File: config.mk
export PLATFORM = sky130hd
export DESIGN_NAME = igmpv3_report_builder
export DESIGN_NICKNAME = d
export VERILOG_FILES = /design/src/igmp_rb_pkg.sv /design/src/igmp_rb_csum.sv /design/src/igmpv3_report_builder.sv
export SDC_FILE = /design/constraint.sdc
export NUM_CORES = 1
export LEC_CHECK = 0
export BUFFER_PORTS_ARGS = -buffer_cell sky130_fd_sc_hd__buf_4
export CORE_MARGIN = 4
export CORE_UTILIZATION = 35
export DETAILED_ROUTE_END_ITERATION = 10
export GPL_TIMING_DRIVEN = 0
export MAX_ROUTING_LAYER = met4
export PLACE_DENSITY = 0.59
export SLEW_MARGIN = 5
export SYNTH_ARGS = -nofsm -noshare
export SYNTH_HDL_FRONTEND = slang
export SYNTH_SLANG_ARGS = --single-unit
File: constraint.sdc
create_clock -name clock -period 8.4 [get_ports clock]
set_input_delay 1.26 -clock clock [delete_from_list [all_inputs] [get_ports clock]]
set_output_delay 1.26 -clock clock [all_outputs]
set_load 0.05 [all_outputs]
File: src/igmp_rb_pkg.sv
// Package for the IGMPv3 report builder: request codes, record types and the
// ones'-complement fold function. No dependencies.
package igmp_rb_pkg;

   localparam logic [1:0] FUNC_BEGIN  = 2'd0;
   localparam logic [1:0] FUNC_APPEND = 2'd1;
   localparam logic [1:0] FUNC_TICK   = 2'd2;
   localparam logic [1:0] FUNC_NONE   = 2'd3;

   localparam logic [7:0] REPORT_TYPE  = 8'h22;
   localparam logic [7:0] TYPE_TO_EXCL = 8'h04;
   localparam logic [7:0] TYPE_TO_INCL = 8'h03;
   localparam logic [7:0] RESERVED     = 8'h00;

   // Add two 16-bit halves of a word into a 16-bit ones'-complement sum.
   function automatic logic [15:0] csum_add(input logic [15:0] acc, input logic [31:0] w);
      logic [17:0] s;
      logic [16:0] t;
      s = {2'b00, acc} + {2'b00, w[31:16]} + {2'b00, w[15:0]};
      t = {1'b0, s[15:0]} + {15'd0, s[17:16]};
      return t[15:0] + {15'd0, t[16]};
   endfunction

endpackage

File: src/igmp_rb_csum.sv
// Checksum accumulator: folds one report word per cycle, while add is high, into a 16-bit
// ones'-complement sum. Depends on igmp_rb_pkg.
module igmp_rb_csum (
   input  logic        clock,
   input  logic        clear,
   input  logic        add,
   input  logic [31:0] word,
   output logic [15:0] sum
);
   logic [15:0] sum_ff, sum_in;

   // accumulate under sequencer control
   always_comb begin
      sum_in = sum_ff;
      if (clear) begin
         sum_in = 16'd0;
      end else if (add) begin
         sum_in = igmp_rb_pkg::csum_add(sum_ff, word);
      end
   end

   always_ff @(posedge clock) begin
      sum_ff <= sum_in;
   end

   assign sum = sum_ff;
endmodule

File: src/igmpv3_report_builder.sv
// IGMPv3 report builder top level: record table, source memory, compaction
// and report sequencer. Depends on igmp_rb_pkg and igmp_rb_csum.
//
// Usage: requests arrive on req_valid/req_ready with req_func selecting
// begin record, append source or tick. A request is taken in idle and
// executed the next cycle; begin, append and unused codes end there.
// A tick then compacts the table: it scans each record header, moves each
// source of a record that shifts down with a read and then a write, and
// ends with a closing step. If records remain it walks the report words
// twice, addressing and then handling each word: once to sum the checksum,
// once to load each word into the output register for rsp_valid/rsp_ready.
// A report holds at most 2 + MAX_RECORDS*(2+MAX_SOURCES) words.
// req_ready is low for the whole of a request; one request at a time, and
// it rises only after the last word has been taken.
// A stalled receiver holds the current word and the sequencer waits.
// Synchronous reset empties the table and clears the drop flag; the
// source memory is not cleared and needs no clearing pass.
// rsp_dropped carries the drop flag as it stood before the report.
module igmpv3_report_builder #(
   parameter int MAX_RECORDS = 4,
   parameter int MAX_SOURCES = 8
) (
   input  logic        clock,
   input  logic        reset,
   input  logic        req_valid,
   output logic        req_ready,
   input  logic [1:0]  req_func,
   input  logic [31:0] req_group_address,
   input  logic        req_record_mode,
   input  logic [3:0]  req_retransmit_count,
   input  logic [31:0] req_source_address,
   output logic        rsp_valid,
   input  logic        rsp_ready,
   output logic [31:0] rsp_packet_word,
   output logic        rsp_last_word,
   output logic        rsp_dropped
);
   localparam int ENT_W = (MAX_RECORDS > 1) ? $clog2(MAX_RECORDS) : 1;
   localparam int REC_W = $clog2(MAX_RECORDS + 1);
   localparam int CNT_W = (MAX_SOURCES > 0) ? $clog2(MAX_SOURCES + 1) : 1;
   localparam int SLOTS = (MAX_RECORDS * MAX_SOURCES > 0) ? MAX_RECORDS * MAX_SOURCES : 1;
   localparam int ADR_W = (SLOTS > 1) ? $clog2(SLOTS) : 1;

   // sequencer states
   localparam logic [2:0] ST_IDLE = 3'd0;
   localparam logic [2:0] ST_EXEC = 3'd1;
   localparam logic [2:0] ST_CREC = 3'd2;
   localparam logic [2:0] ST_CSRC = 3'd3;
   localparam logic [2:0] ST_CWR  = 3'd4;
   localparam logic [2:0] ST_WALK = 3'd5;
   localparam logic [2:0] ST_WRD  = 3'd6;
   localparam logic [2:0] ST_OUT  = 3'd7;

   // word phases during a walk
   localparam logic [2:0] PH_HDR0 = 3'd0;
   localparam logic [2:0] PH_HDR1 = 3'd1;
   localparam logic [2:0] PH_REC  = 3'd2;
   localparam logic [2:0] PH_GRP  = 3'd3;
   localparam logic [2:0] PH_SRC  = 3'd4;

   logic [2:0]  state_ff, state_in;
   logic [MAX_RECORDS-1:0] valid_ff, valid_in;
   logic        excl_ff  [MAX_RECORDS];
   logic [31:0] group_ff [MAX_RECORDS];
   logic [3:0]  count_ff [MAX_RECORDS];
   logic [CNT_W-1:0] stot_ff [MAX_RECORDS];
   logic [ENT_W-1:0] newest_ff, newest_in;
   logic        open_ff, open_in, drop_ff, drop_in;

   // latched request
   logic [1:0]  func_ff;
   logic [31:0] grp_ff, src_ff;
   logic        mode_ff;
   logic [3:0]  rc_ff;

   // compaction / walk pointers
   logic [REC_W-1:0] rd_ff, rd_in, kept_ff, kept_in, used_cnt, kept_dec;
   logic [CNT_W-1:0] sj_ff, sj_in;
   logic [2:0]  ph_ff, ph_in;
   logic        pass_ff, pass_in;

   // source memory
   logic [31:0] mem [SLOTS];
   logic        mem_we;
   logic [ADR_W-1:0] mem_wa, mem_ra;
   logic [31:0] mem_wd, rdata_ff;

   // output register
   logic [31:0] word_ff;
   logic        last_ff, ovalid_ff, odrop_ff;

   logic [15:0] csum;
   logic        cs_clear, cs_add, load;
   logic        ent_new, src_add, hdr_move;
   logic [31:0] w_word;
   logic        w_last;
   logic [ENT_W-1:0] rd_e, kept_e, used_e;

   function automatic logic [ADR_W-1:0] slot(input logic [REC_W-1:0] e,
                                            input logic [CNT_W-1:0] j);
      logic [31:0] a;
      a = 32'(e) * 32'(MAX_SOURCES) + 32'(j);
      return a[ADR_W-1:0];
   endfunction

   // number of valid entries (prefix)
   always_comb begin
      used_cnt = '0;
      for (int i = 0; i < MAX_RECORDS; i++) begin
         if (valid_ff[i]) used_cnt = REC_W'(i + 1);
      end
   end

   assign rd_e     = rd_ff[ENT_W-1:0];
   assign kept_e   = kept_ff[ENT_W-1:0];
   assign used_e   = used_cnt[ENT_W-1:0];
   assign kept_dec = kept_ff - REC_W'(1);
   assign mem_ra   = slot(rd_ff, sj_ff);

   // current report word during a walk
   always_comb begin
      unique case (ph_ff)
         PH_HDR0: w_word = {igmp_rb_pkg::REPORT_TYPE, igmp_rb_pkg::RESERVED,
                            pass_ff ? ~csum : 16'd0};
         PH_HDR1: w_word = {16'd0, 16'(kept_ff)};
         PH_REC:  w_word = {(excl_ff[rd_e] ? igmp_rb_pkg::TYPE_TO_EXCL :
                             igmp_rb_pkg::TYPE_TO_INCL), igmp_rb_pkg::RESERVED,
                            16'(stot_ff[rd_e])};
         PH_GRP:  w_word = group_ff[rd_e];
         default: w_word = rdata_ff;   // source word
      endcase
      w_last = (rd_ff + REC_W'(1) == kept_ff) &&
               ((ph_ff == PH_GRP && stot_ff[rd_e] == '0) ||
                (ph_ff == PH_SRC && sj_ff + CNT_W'(1) == stot_ff[rd_e]));
   end

   assign req_ready = (state_ff == ST_IDLE);

   // sequencer
   always_comb begin
      state_in  = state_ff;
      valid_in  = valid_ff;
      newest_in = newest_ff;
      open_in   = open_ff;
      drop_in   = drop_ff;
      rd_in     = rd_ff;
      kept_in   = kept_ff;
      sj_in     = sj_ff;
      ph_in     = ph_ff;
      pass_in   = pass_ff;
      ent_new   = 1'b0;
      src_add   = 1'b0;
      hdr_move  = 1'b0;
      mem_we    = 1'b0;
      mem_wa    = slot(kept_ff, sj_ff);
      mem_wd    = rdata_ff;
      cs_clear  = 1'b0;
      cs_add    = 1'b0;
      load      = 1'b0;
      unique case (state_ff)
         ST_IDLE: begin
            if (req_valid) state_in = ST_EXEC;
         end
         ST_EXEC: begin
            state_in = ST_IDLE;
            unique case (func_ff)
               igmp_rb_pkg::FUNC_BEGIN: begin
                  if (used_cnt >= REC_W'(MAX_RECORDS)) begin
                     drop_in = 1'b1;
                     open_in = 1'b0;
                  end else begin
                     valid_in[used_e] = 1'b1;
                     newest_in = used_e;
                     open_in = 1'b1;
                     ent_new = 1'b1;
                  end
               end
               igmp_rb_pkg::FUNC_APPEND: begin
                  if (!open_ff || !valid_ff[newest_ff] ||
                      stot_ff[newest_ff] >= CNT_W'(MAX_SOURCES)) begin
                     drop_in = 1'b1;
                  end else begin
                     mem_we = 1'b1;
                     mem_wa = slot(REC_W'(newest_ff), stot_ff[newest_ff]);
                     mem_wd = src_ff;
                     src_add = 1'b1;
                  end
               end
               igmp_rb_pkg::FUNC_TICK: begin
                  if (open_ff && valid_ff[newest_ff] && count_ff[newest_ff] == 4'd0)
                     open_in = 1'b0;
                  rd_in = '0;
                  kept_in = '0;
                  state_in = ST_CREC;
               end
               default: state_in = ST_IDLE;
            endcase
         end
         // compaction: one record header per cycle, pausing while a record's sources are moved
         ST_CREC: begin
            sj_in = '0;
            if (rd_ff >= used_cnt) begin
               for (int i = 0; i < MAX_RECORDS; i++)
                  valid_in[i] = (REC_W'(i) < kept_ff);
               if (open_ff) newest_in = (kept_ff != '0) ? kept_dec[ENT_W-1:0] : '0;
               if (kept_ff == '0) begin
                  state_in = ST_IDLE;
               end else begin
                  ph_in = PH_HDR0;
                  pass_in = 1'b0;
                  rd_in = '0;
                  cs_clear = 1'b1;
                  state_in = ST_WALK;
               end
            end else if (count_ff[rd_e] == 4'd0) begin
               rd_in = rd_ff + REC_W'(1);
            end else if (kept_ff != rd_ff && stot_ff[rd_e] != '0) begin
               state_in = ST_CSRC;
            end else begin
               hdr_move = 1'b1;
               rd_in = rd_ff + REC_W'(1);
               kept_in = kept_ff + REC_W'(1);
            end
         end
         // read one source of the record being moved
         ST_CSRC: begin
            state_in = ST_CWR;
         end
         // write it to the lower record; the last one moves the header too
         ST_CWR: begin
            mem_we = 1'b1;
            sj_in = sj_ff + CNT_W'(1);
            if (sj_ff + CNT_W'(1) == stot_ff[rd_e]) begin
               hdr_move = 1'b1;
               rd_in = rd_ff + REC_W'(1);
               kept_in = kept_ff + REC_W'(1);
               state_in = ST_CREC;
            end else begin
               state_in = ST_CSRC;
            end
         end
         // walk: address the next word for the registered source read
         ST_WALK: begin
            state_in = ST_WRD;
         end
         // walk: sum the word, or load it once the output register is free
         ST_WRD: begin
            if (!pass_ff || !ovalid_ff || rsp_ready) begin
               cs_add = !pass_ff;
               load = pass_ff;
               state_in = ST_WALK;
               if (w_last) begin
                  ph_in = PH_HDR0;
                  rd_in = '0;
                  sj_in = '0;
                  if (pass_ff) begin
                     drop_in = 1'b0;
                     state_in = ST_OUT;
                  end else begin
                     pass_in = 1'b1;
                  end
               end else begin
                  unique case (ph_ff)
                     PH_HDR0: ph_in = PH_HDR1;
                     PH_HDR1: begin
                        ph_in = PH_REC;
                        rd_in = '0;
                     end
                     PH_REC: ph_in = PH_GRP;
                     PH_GRP: begin
                        sj_in = '0;
                        if (stot_ff[rd_e] == '0) begin
                           ph_in = PH_REC;
                           rd_in = rd_ff + REC_W'(1);
                        end else begin
                           ph_in = PH_SRC;
                        end
                     end
                     default: begin
                        if (sj_ff + CNT_W'(1) == stot_ff[rd_e]) begin
                           ph_in = PH_REC;
                           rd_in = rd_ff + REC_W'(1);
                           sj_in = '0;
                        end else begin
                           sj_in = sj_ff + CNT_W'(1);
                        end
                     end
                  endcase
               end
            end
         end
         // hold off new requests until the last word is taken
         ST_OUT: begin
            if (!ovalid_ff || rsp_ready) state_in = ST_IDLE;
         end
         default: state_in = ST_IDLE;
      endcase
   end

   igmp_rb_csum u_csum (
      .clock (clock),
      .clear (cs_clear),
      .add   (cs_add),
      .word  (w_word),
      .sum   (csum)
   );

   // control registers
   always_ff @(posedge clock) begin
      if (reset) begin
         state_ff  <= ST_IDLE;
         valid_ff  <= '0;
         newest_ff <= '0;
         open_ff   <= 1'b0;
         drop_ff   <= 1'b0;
         ovalid_ff <= 1'b0;
      end else begin
         state_ff  <= state_in;
         valid_ff  <= valid_in;
         newest_ff <= newest_in;
         open_ff   <= open_in;
         drop_ff   <= drop_in;
         if (load) ovalid_ff <= 1'b1;
         else if (rsp_ready) ovalid_ff <= 1'b0;
      end
   end

   // datapath registers and table entries
   always_ff @(posedge clock) begin
      if (req_valid && req_ready) begin
         func_ff <= req_func;
         grp_ff  <= req_group_address;
         src_ff  <= req_source_address;
         mode_ff <= req_record_mode;
         rc_ff   <= req_retransmit_count;
      end
      rd_ff   <= rd_in;
      kept_ff <= kept_in;
      sj_ff   <= sj_in;
      ph_ff   <= ph_in;
      pass_ff <= pass_in;
      if (load) begin
         word_ff  <= w_word;
         last_ff  <= w_last;
         odrop_ff <= drop_ff;
      end
      if (ent_new) begin
         excl_ff[used_e]  <= mode_ff;
         group_ff[used_e] <= grp_ff;
         count_ff[used_e] <= rc_ff;
         stot_ff[used_e]  <= '0;
      end
      if (src_add)
         stot_ff[newest_ff] <= stot_ff[newest_ff] + CNT_W'(1);
      if (hdr_move) begin
         excl_ff[kept_e]  <= excl_ff[rd_e];
         group_ff[kept_e] <= group_ff[rd_e];
         stot_ff[kept_e]  <= stot_ff[rd_e];
         count_ff[kept_e] <= count_ff[rd_e] - 4'd1;
      end
   end

   // source memory: one write and one registered read port
   always_ff @(posedge clock) begin
      if (mem_we) mem[mem_wa] <= mem_wd;
      rdata_ff <= mem[mem_ra];
   end

   assign rsp_valid       = ovalid_ff;
   assign rsp_packet_word = word_ff;
   assign rsp_last_word   = last_ff;
   assign rsp_dropped     = odrop_ff;

`ifndef NO_ASSERTIONS
   a_busy: assert property (@(posedge clock) disable iff (reset)
      rsp_valid |-> !req_ready) else $error("request taken while report pending");
   a_prefix: assert property (@(posedge clock) disable iff (reset)
      ((valid_ff & (valid_ff + 1'b1)) == '0)) else $error("table not a prefix");
   a_hold: assert property (@(posedge clock) disable iff (reset)
      rsp_valid && !rsp_ready |=> rsp_valid && $stable(rsp_packet_word) &&
      $stable(rsp_last_word) && $stable(rsp_dropped))
      else $error("stalled word changed");
`endif
endmodule
==> reports/results.ini <==
[run_status]
status = complete, no violations

[setup_path]
slowest_delay_ns = 0.53
crit_path_start_kind = flip-flop
crit_fanout = 10
rr_worst_depth = 41
required_ns = 9.08
worstSetupPathType = flip-flop to flip-flop
endpoint_kind = flip-flop
r2r_slack_ns = 0.42
arrival_ns = 8.66
slowest_stage = mux4_2
r2r-end = u_csum.sum[15]$_SDFFE_PP0P_

[yosys]
synth-xor-area-share_pct = 0.988
syn_nets = 2839
ys_warn_count = 0
ys_seq_area_share_pct = 73.4
async_flop_share_pct = 0
ys_types = 89
synthAdderAreaFrac_pct = 1.24
avgSynthCellArea_sq_um = 20.4
synth_top_family_by_area = multiplexers
synth-compound-area-share_pct = 3.25
syn-cell-area_sq_um = 55200
synthSimpleGateAreaFrac_pct = 3.03
synthCells = 2711
synthMuxAreaShare_pct = 17.0
synth.ff_latch_count = 1371
synth_ff_type = edfxtp_1
synth_enable_flop_cells = 1307

[worst_hold_path]
hp-start = drop_ff$_SDFFE_PP0P_
hold_path_end = rsp_dropped$_DFFE_PP_
hold_depth = 0
hold_path_class = flip-flop to flip-flop

[clocking]
cts_made_buffers = 142
cts.sinks = 1371
htreeDepth = 4
cts_tree = yes
path_clk_slew_ns = 0.06
cts_buffer_depth = 3
root_buffer = clkbuf_16
insertion_delay_ns = 0.77

[sta]
clock.fmax_ghz = 0.125
drv_slew = 0
tightest_slew_ns = 1.29
finalHoldViolCount = 0
max_slew_margin_pct = 14.2
min_period_ns = 7.98
finalSetupTns_ns = 0
setup_viol = 0
fin_skew_ns = 0.0346
hold-worst-slack_ns = 0.454
fin_crit_sh_pct = 95.0

[floorplanning]
rows = 145
core-area_sq_um = 157000
pin_count = 111
initial_core_util_pct = 35.3
die_w_um = 405
die_h_um = 405
die_area_sq_um = 164000

[cells_and_area]
fillers = 13600
n_antenna_cell = 0
nets = 3165
final_util_pct = 41.6
drive_above_1_share_pct = 30.9
fin_area_sq_um = 65200
syn_to_final_growth_pct = 18.0

[placed_design]
dpl_cell_area_sq_um = 60300
place_congestion = 0.871
portBuffers = 110
place.detailed.hpwl_um = 101000

[global_routing]
grt_max_degree = 49
grt_pass1_vias = 28500
grt_overflow_total = 0
antenna_found_initial = 4
grt_pass1_wl_um = 210000
track_usage_pct = 18.4

[drt]
vias_per_cell = 5.48
ant_nets = 0
wire_per_inst_um = 28.2
drt-initial-drc-count = 3327
drt_wl_total_um = 147000
drc = 0
dr.pass1.iters = 5
route.vias.total = 28600

[pwr]
power.density_nw_per_um2 = 232
ir_drop_mv = 0.192
p_leak_nw = 20.6

[job]
maxCapViolCount = 0

## power breakdown
part / internal (W) / leakage [nW] / total [W] / switching (W)
Combinational: 0.000397 / 6.05 / 0.00113 / 0.000728
Clock: 0.00350 / 2.21 / 0.00613 / 0.00263
Sequential: 0.00777 / 12.3 / 0.00788 / 0.000110
## final cells by class
type                            count  area, sq um  area share (%)
Buffer                            121          557           0.855
Clock buffer                      191         3890            5.98
Clock inverter                     71          627           0.962
Inverter                           35          131           0.202
Multi-Input combinational cell   1181        14500            22.3
Sequential cell                  1371        40500            62.2
Tap cell                         2058         2570            3.95
Timing Repair Buffer              185         2300            3.52
## cells in the final DEF, fill, tap and decap left out, drive strengths merged, types with 12 or more instances in the layout
master,synthesis,final
a221o,14,14
a21oi,61,61
nand2,79,79
ha,50,50
mux2,94,94
dfxtp,64,64
a22o,18,18
nor3,30,30
nor2,149,149
buf,31,212
o21ai,49,49
a21o,12,12
clkbuf,93,285
xnor2,34,34
nand3,13,13
edfxtp,1307,1307
a211oi,21,21
o21a,13,13
inv,35,46
clkinv,0,52
mux4,367,367
xor2,22,22
nor4,14,14
nor2b,14,14
## worst max path at each step
stage                                             end  slack, ns  cells past startpoint
after global routing      u_csum.sum[10]$_SDFFE_PP0P_      -0.04                     39
after detailed placement  u_csum.sum[13]$_SDFFE_PP0P_      -2.27                     39
after CTS                 u_csum.sum[15]$_SDFFE_PP0P_       0.03                     41
after global placement    u_csum.sum[13]$_SDFFE_PP0P_      -2.35                     39
after floorplan           u_csum.sum[13]$_SDFFE_PP0P_       0.03                     39
final                     u_csum.sum[15]$_SDFFE_PP0P_       0.42                     41
## stage by stage
| step | setup slack (ns) | power [W] | std cells |
|---|---|---|---|
| after floorplan | 0.0279 | 0.00865 | 2711 |
| after global placement | -2.35 | 0.00910 | 4879 |
| after detailed placement | -2.27 | 0.00913 | 4937 |
| after CTS | 0.0326 | 0.0152 | 5204 |
| after global routing | -0.0398 | 0.0157 | 5213 |
| final | 0.420 | 0.0151 | 5213 |
## cells in the mapped netlist, drive strengths merged (4+ instances only)
cell	number	area share, %
edfxtp	1307	71
mux4	367	15
nor2	149	1.0
mux2	94	1.9
clkbuf	93	0.63
nand2	79	0.54
dfxtp	64	2.3
a21oi	61	0.55
ha	50	1.1
o21ai	49	0.48
inv	35	0.24
xnor2	34	0.54
buf	31	0.23
nor3	30	0.30
xor2	22	0.36
a211oi	21	0.32
a22o	18	0.29
a221o	14	0.25
nor2b	14	0.16
nor4	14	0.17
nand3	13	0.12
o21a	13	0.18
a21o	12	0.17
nand2b	10	0.13
and2	8	0.091
nor3b	8	0.11
a31oi	7	0.079
or3	7	0.079
and3	6	0.068
nand3b	5	0.068
nand4	5	0.057
o31ai	5	0.068
a311oi	4	0.095
mux2i	4	0.073
o22ai	4	0.045
or2	4	0.050
## repair_timing
item,in CTS,in global routing
pin swaps,8,12
endpoints found under the setup margin,16,11
hold buffers,0,0
resized for setup,64,23
setup buffers,8,8
## registers in the layout, summed over array words and instances, names as in the netlist, 4 cells and up, named ones only
signal / flops
mem: 1024
group_ff: 128
grp_ff: 32
rdata_ff: 32
rsp_packet_word: 32
src_ff: 32
count_ff: 16
stot_ff: 16
u_csum.sum: 16
excl_ff: 4
rc_ff: 4
sj_ff: 4
valid_ff: 4
## cells by family (layout without fill, tap and decap cells)
group,count (synthesis),count (layout)
adders and majority gates,53,53
DFF,1371,1371
AOI/OAI and AO/OA,248,248
muxes,465,465
xor gates and xnor gates,58,58
and+or+nand+nor,357,357
buffers and inverters,159,603
## metal layers
metal / wire [um] / up-vias / global-route usage, %
li1: - / 11900 / -
met1: 62200 / 15300 / 25.0
met2: 70000 / 1100 / 28.5
met3: 11600 / 207 / 4.16
met4: 3050 / 0 / 4.51
met5: 0 / - / -
## worst max-delay path, delay by kind of cell, from the launching register on
family / cells / cell delay, ns
AOI/OAI and AO/OA: 17 / 3.08
and+or+nand+nor: 11 / 1.72
adders and majority gates: 6 / 1.45
buffers and inverters: 5 / 0.55
muxes: 1 / 0.53
DFF: 1 / 0.33
xor gates and xnor gates: 1 / 0.20
Power figures use the tool's default switching activity.
